### src/rtl/core/pwsw_conv.sv
module pwsw_conv (
   input  logic        clock,
   input  logic        reset,
   input  logic        adv,
   input  logic        in_vld,
   input  logic        in_cmd,
   input  logic [31:0] in_bits,
   output logic        out_vld,
   output logic        out_cmd,
   output logic [15:0] out_pcm
);
   // stage 1: classify and clamp, stage 2: multiply, stage 3: round and truncate
   logic        v1_ff, v2_ff, v3_ff;
   logic        c1_ff, c2_ff, c3_ff;
   logic        s1_ff, s2_ff;
   logic        z1_ff, z2_ff;
   logic [7:0]  e1_ff, e2_ff;
   logic [23:0] m1_ff;
   logic [38:0] p2_ff;
   logic [15:0] pcm3_ff;

   logic        nan_w, big_w, zero_w;
   logic [7:0]  e_in;
   logic [23:0] m_in;
   logic [15:0] pcm_in;

   always_comb begin
      nan_w  = (in_bits[30:23] == 8'hff) && (in_bits[22:0] != 23'd0);
      big_w  = in_bits[30:0] > 31'h3f800000;
      zero_w = in_bits[30:23] == 8'd0;
      e_in   = big_w ? 8'd127 : in_bits[30:23];
      m_in   = big_w ? 24'h800000 : {1'b1, in_bits[22:0]};
   end

   always_ff @(posedge clock) begin
      if (reset) begin
         v1_ff <= 1'b0; v2_ff <= 1'b0; v3_ff <= 1'b0;
      end else if (adv) begin
         v1_ff <= in_vld; v2_ff <= v1_ff; v3_ff <= v2_ff;
      end
   end

   always_ff @(posedge clock) begin
      if (adv) begin
         c1_ff <= in_cmd; s1_ff <= in_bits[31];
         z1_ff <= nan_w || zero_w; e1_ff <= e_in; m1_ff <= m_in;
         c2_ff <= c1_ff; s2_ff <= s1_ff; z2_ff <= z1_ff; e2_ff <= e1_ff;
         p2_ff <= {15'd0, m1_ff} * 39'd32767;
         c3_ff <= c2_ff; pcm3_ff <= pcm_in;
      end
   end

   // product = p * 2^(e-150); p in [2^37, 2^39); single precision keeps 24 bits
   logic [38:0] keep_w;
   logic        rnd_w;
   logic [39:0] rm_w;
   logic [39:0] mag_w;
   logic [7:0]  sh_w;
   always_comb begin
      // rounding to 24 significant bits: bit 14/15 depends on msb
      if (p2_ff[38]) begin
         rnd_w  = p2_ff[14] && (p2_ff[15] || (p2_ff[13:0] != 14'd0));
         keep_w = {p2_ff[38:15], 15'd0};
         rm_w   = {1'b0, keep_w} + (rnd_w ? 40'h8000 : 40'd0);
      end else begin
         rnd_w  = p2_ff[13] && (p2_ff[14] || (p2_ff[12:0] != 13'd0));
         keep_w = {p2_ff[38:14], 14'd0};
         rm_w   = {1'b0, keep_w} + (rnd_w ? 40'h4000 : 40'd0);
      end
      // value = rm * 2^(e-150); integer part needs e >= 112 to be nonzero
      if (e2_ff < 8'd112) sh_w = 8'd40;
      else sh_w = 8'd150 - e2_ff;
      mag_w = (sh_w >= 8'd40) ? 40'd0 : (rm_w >> sh_w[5:0]);
      if (z2_ff) pcm_in = 16'd0;
      else if (s2_ff) pcm_in = 16'(-mag_w[15:0]);
      else pcm_in = mag_w[15:0];
   end

   assign out_vld = v3_ff;
   assign out_cmd = c3_ff;
   assign out_pcm = pcm3_ff;
endmodule

### config.mk
export PLATFORM = sky130hd
export DESIGN_NAME = pwsw_conv
export DESIGN_NICKNAME = d
export VERILOG_FILES = /design/src/rtl/core/pwsw_conv.sv
export SDC_FILE = /design/constraint.sdc
export NUM_CORES = 1
export LEC_CHECK = 0
export BUFFER_PORTS_ARGS = -buffer_cell sky130_fd_sc_hd__buf_2
export CORE_AREA = 3 3 129 180
export DETAILED_ROUTE_END_ITERATION = 12
export DIE_AREA = 0 0 132 183
export GPL_TIMING_DRIVEN = 1
export PLACE_DENSITY = 0.93
export SKIP_CTS_REPAIR_TIMING = 1
export SYNTH_ARGS = -nofsm -noshare
export SYNTH_HDL_FRONTEND = slang
export SYNTH_SLANG_ARGS = --single-unit
### constraint.sdc
create_clock -name clock -period 7.65 [get_ports clock]
set_input_delay 1.1475 -clock clock [delete_from_list [all_inputs] [get_ports clock]]
set_output_delay 1.1475 -clock clock [all_outputs]
set_load 0.02 [all_outputs]
==> results.sh <==
export IMPL_fin_nets=1780
export IMPL_async_flop_share_pct=0
export IMPL_r2r_start="m1_ff[7]"
export IMPL_finalCriticalPeriod_ns=7.212
export IMPL_nFillCells=1686
export IMPL_avgSynthCellArea_um2=9.690
export IMPL_end_kind="flip-flop"
export IMPL_first_pass_iters=6
export IMPL_post_drt_wl_per_cell_um=21.65
export IMPL_multiInputGateArea_um2=9686
export IMPL_grt_first_pass_wirelength_um=62000
export IMPL_drt_antenna_violating_nets=0
export IMPL_tightest_slew_ns=1.049
export IMPL_cts_buffer_depth=2
export IMPL_yosys_warnings=0
export IMPL_drive_gt1_share_pct=10.32
export IMPL_crit_path_start="m1_ff[7]"
export IMPL_grt_max_degree=55
export IMPL_fin_area_um2=14800
export IMPL_gp_congestion=1.039
export IMPL_viasPerCell=6.352
export IMPL_finalHoldViolations=0
export IMPL_cts_buffers=9
export IMPL_grt_pass1_vias=11704
export IMPL_via_count=11301
export IMPL_setup_viol=0
export IMPL_drt_iter0_drc=1230
export IMPL_finalClockSkew_ns=0.008126
export IMPL_ys_top_cells_by_area="fa_1 25%, edfxtp_1 22%, ha_1 8.4%"
export IMPL_rr_endpoint="p2_ff[37]"
export IMPL_yosysUniqueCellTypes=103
export IMPL_dpl_cell_area_um2=14490
export IMPL_seq_area_um2=3093
export IMPL_maxSlewHeadroom_pct=30.09
export IMPL_clkSinkCount=104
export IMPL_rrSetupSlack_ns=0.44
export IMPL_slew_viol_final=0
export IMPL_reg2reg_depth=21
export IMPL_area_growth_syn_to_layout_pct=5.325
export IMPL_synth_cells=1450
export IMPL_ys_dominant_reg_cell="edfxtp_1"
export IMPL_tritoncts="done"
export IMPL_grt_overflow=0
export IMPL_path_max_fanout=5
export IMPL_crit_chain="fa_1, fa_1, inv_1, fa_1, inv_1, fa_1, fa_1, inv_1, fa_1, inv_1, ha_1, nand3_1, or3_1, o31ai_2, a41oi_2, o311ai_0, a31oi_1, o21ai_0, a41o_1, a21oi_1, xnor2_1"
export IMPL_postSynthNetCount=1753
export IMPL_met2WireLength_um=19610
export IMPL_clockRootBuffer="clkbuf_16"
export IMPL_yosysTopAreaCell="fa_1"
export IMPL_cp_start_kind="flip-flop"
export IMPL_hp_start="e1_ff[7]"
export IMPL_cts_htree_levels=3
export IMPL_crit_arrival_ns=7.34
export IMPL_final_common_cell="inv_1"
export IMPL_hold_ws_ns=0.4200
export IMPL_crit_top_cell="fa_1"
export IMPL_final_cell_mix="267 x inv_1, 172 x fa_1, 101 x edfxtp_1"
export IMPL_hold_path_depth=0
export IMPL_final_period_utilization_pct=94.27
export IMPL_die_area_um2=24160
export IMPL_cts_reportedPaths_clkPinSlew_ns=0.07
export IMPL_die_x_um=132
export IMPL_critical_path_required_ns=7.78
export IMPL_slowest_delay_ns=0.60
export IMPL_synth_area_um2=14050
export IMPL_status="completed"
export IMPL_synth_edff_count=101
export IMPL_rows=64
export IMPL_core_area_um2=21860
export IMPL_timing_fmax_mhz=138.7
export IMPL_hp_class="reg2reg"
export IMPL_yosysSeqAreaShare_pct=22.01
export IMPL_synth_top_area_share_pct=24.51
export IMPL_highest_layer="met4"
export IMPL_dp_hpwl_um=31370
export IMPL_drc_errors=0
export IMPL_start_util_pct=64.27
export IMPL_wirelength_um=38510
export IMPL_holdPathEnd="e2_ff[7]"
export IMPL_ioPinCount=55
export IMPL_die_h_um=183
export IMPL_wl_met1_um=13400
export IMPL_clock_latency_ns=0.37
export IMPL_grt_total_usage_pct=33.01
export IMPL_dp_cells=1761
export IMPL_finalSetupTns_ns=0
export IMPL_drv_cap=0
export IMPL_port_buffers=54
export IMPL_wl_met3_um=2396
export IMPL_finalNonFillerCells=1779
export IMPL_worstSetupPathType="reg2reg"
export IMPL_synth_seq_cells=104
export IMPL_critPathSlowestCell="fa_1"
export IMPL_antenna_found_initial=0
export IMPL_diodes=0
export IMPL_rsz0062_at_grt="no"
-- kinds of logic (layout without fill, tap and decap cells) --
family          after synthesis  count (layout)  share of synthesized area, %
simple gates                382             382                         14.77
fa+ha+maj                   266             266                         32.88
xor+xnor                     65              65                         4.265
other cells                   1               1                       0.02669
buf+inv                     319             351                         9.216
mux                          25              25                         2.137
compound gates              288             288                         14.69
flops                       104             104                         22.01
-- flip-flops by register name, indices dropped and copies added, names as in the netlist --
name,flops
c1_ff,1
c2_ff,1
e1_ff,8
e2_ff,8
m1_ff,23
out_cmd,1
out_pcm,16
out_vld,1
p2_ff,39
s1_ff,1
s2_ff,1
v1_ff,1
v2_ff,1
z1_ff,1
z2_ff,1
-- worst max-delay path by stage --
stage                endpoint  cells past startpoint
detailed placement  p2_ff[37]                     21
global placement    p2_ff[37]                     21
global route        p2_ff[37]                     23
floorplan           p2_ff[37]                     21
finish              p2_ff[37]                     21
CTS                 p2_ff[37]                     21
-- synthesized netlist by cell type (all sizes together) (5+ instances only) --
| cell | count |
|---|---|
| and4 | 10 |
| nor2 | 98 |
| nor2b | 5 |
| and2 | 11 |
| a22oi | 8 |
| o221ai | 8 |
| nor4 | 19 |
| nor3 | 33 |
| nand2 | 69 |
| mux2 | 7 |
| a21o | 14 |
| nand3 | 43 |
| o21ai | 42 |
| inv | 267 |
| o21bai | 7 |
| ha | 94 |
| or3 | 6 |
| a211oi | 10 |
| nand2b | 6 |
| a221o | 5 |
| clkbuf | 17 |
| a31oi | 25 |
| o31ai | 10 |
| o21a | 7 |
| fa | 172 |
| or2 | 12 |
| a221oi | 5 |
| xor2 | 21 |
| o211ai | 14 |
| a311oi | 5 |
| and3 | 34 |
| o22ai | 9 |
| xnor2 | 44 |
| nand4 | 23 |
| buf | 34 |
| mux2i | 17 |
| a21oi | 71 |
| edfxtp | 101 |
-- cell type report --
type	instances	share of cell area [%]
multi-input cells	1027	65.45
flip-flops and latches	104	20.90
inverters	268	6.797
well taps	297	2.511
repair buffers	67	2.503
clock buffers	10	1.547
clock inverters	6	0.2959
-- per-layer routing --
layer / vias to the layer above / global-route usage (%)
met5: - / 0
met4: 0 / 23.29
met3: 187 / 4.610
met2: 557 / 57.87
met1: 5489 / 37.13
li1: 5068 / -
-- metrics by stage --
stage	utilization, %	setup WS, ns
global route	67.70	0.03209
detailed placement	66.30	0.3341
floorplan	-	1.080
CTS	67.55	0.3000
global placement	66.30	0.4353
finish	67.70	0.4381
-- worst max-delay path, delay by kind of cell, from the launching register on --
kind	cells	cell delay, ns
xor+xnor	1	0.12
buf+inv	4	0.24
flops	1	0.51
simple gates	2	0.56
compound gates	7	1.94
fa+ha+maj	7	3.60
Power is not shown: default switching activity piles up to over one toggle a cycle in this logic, so the estimate is an artifact.
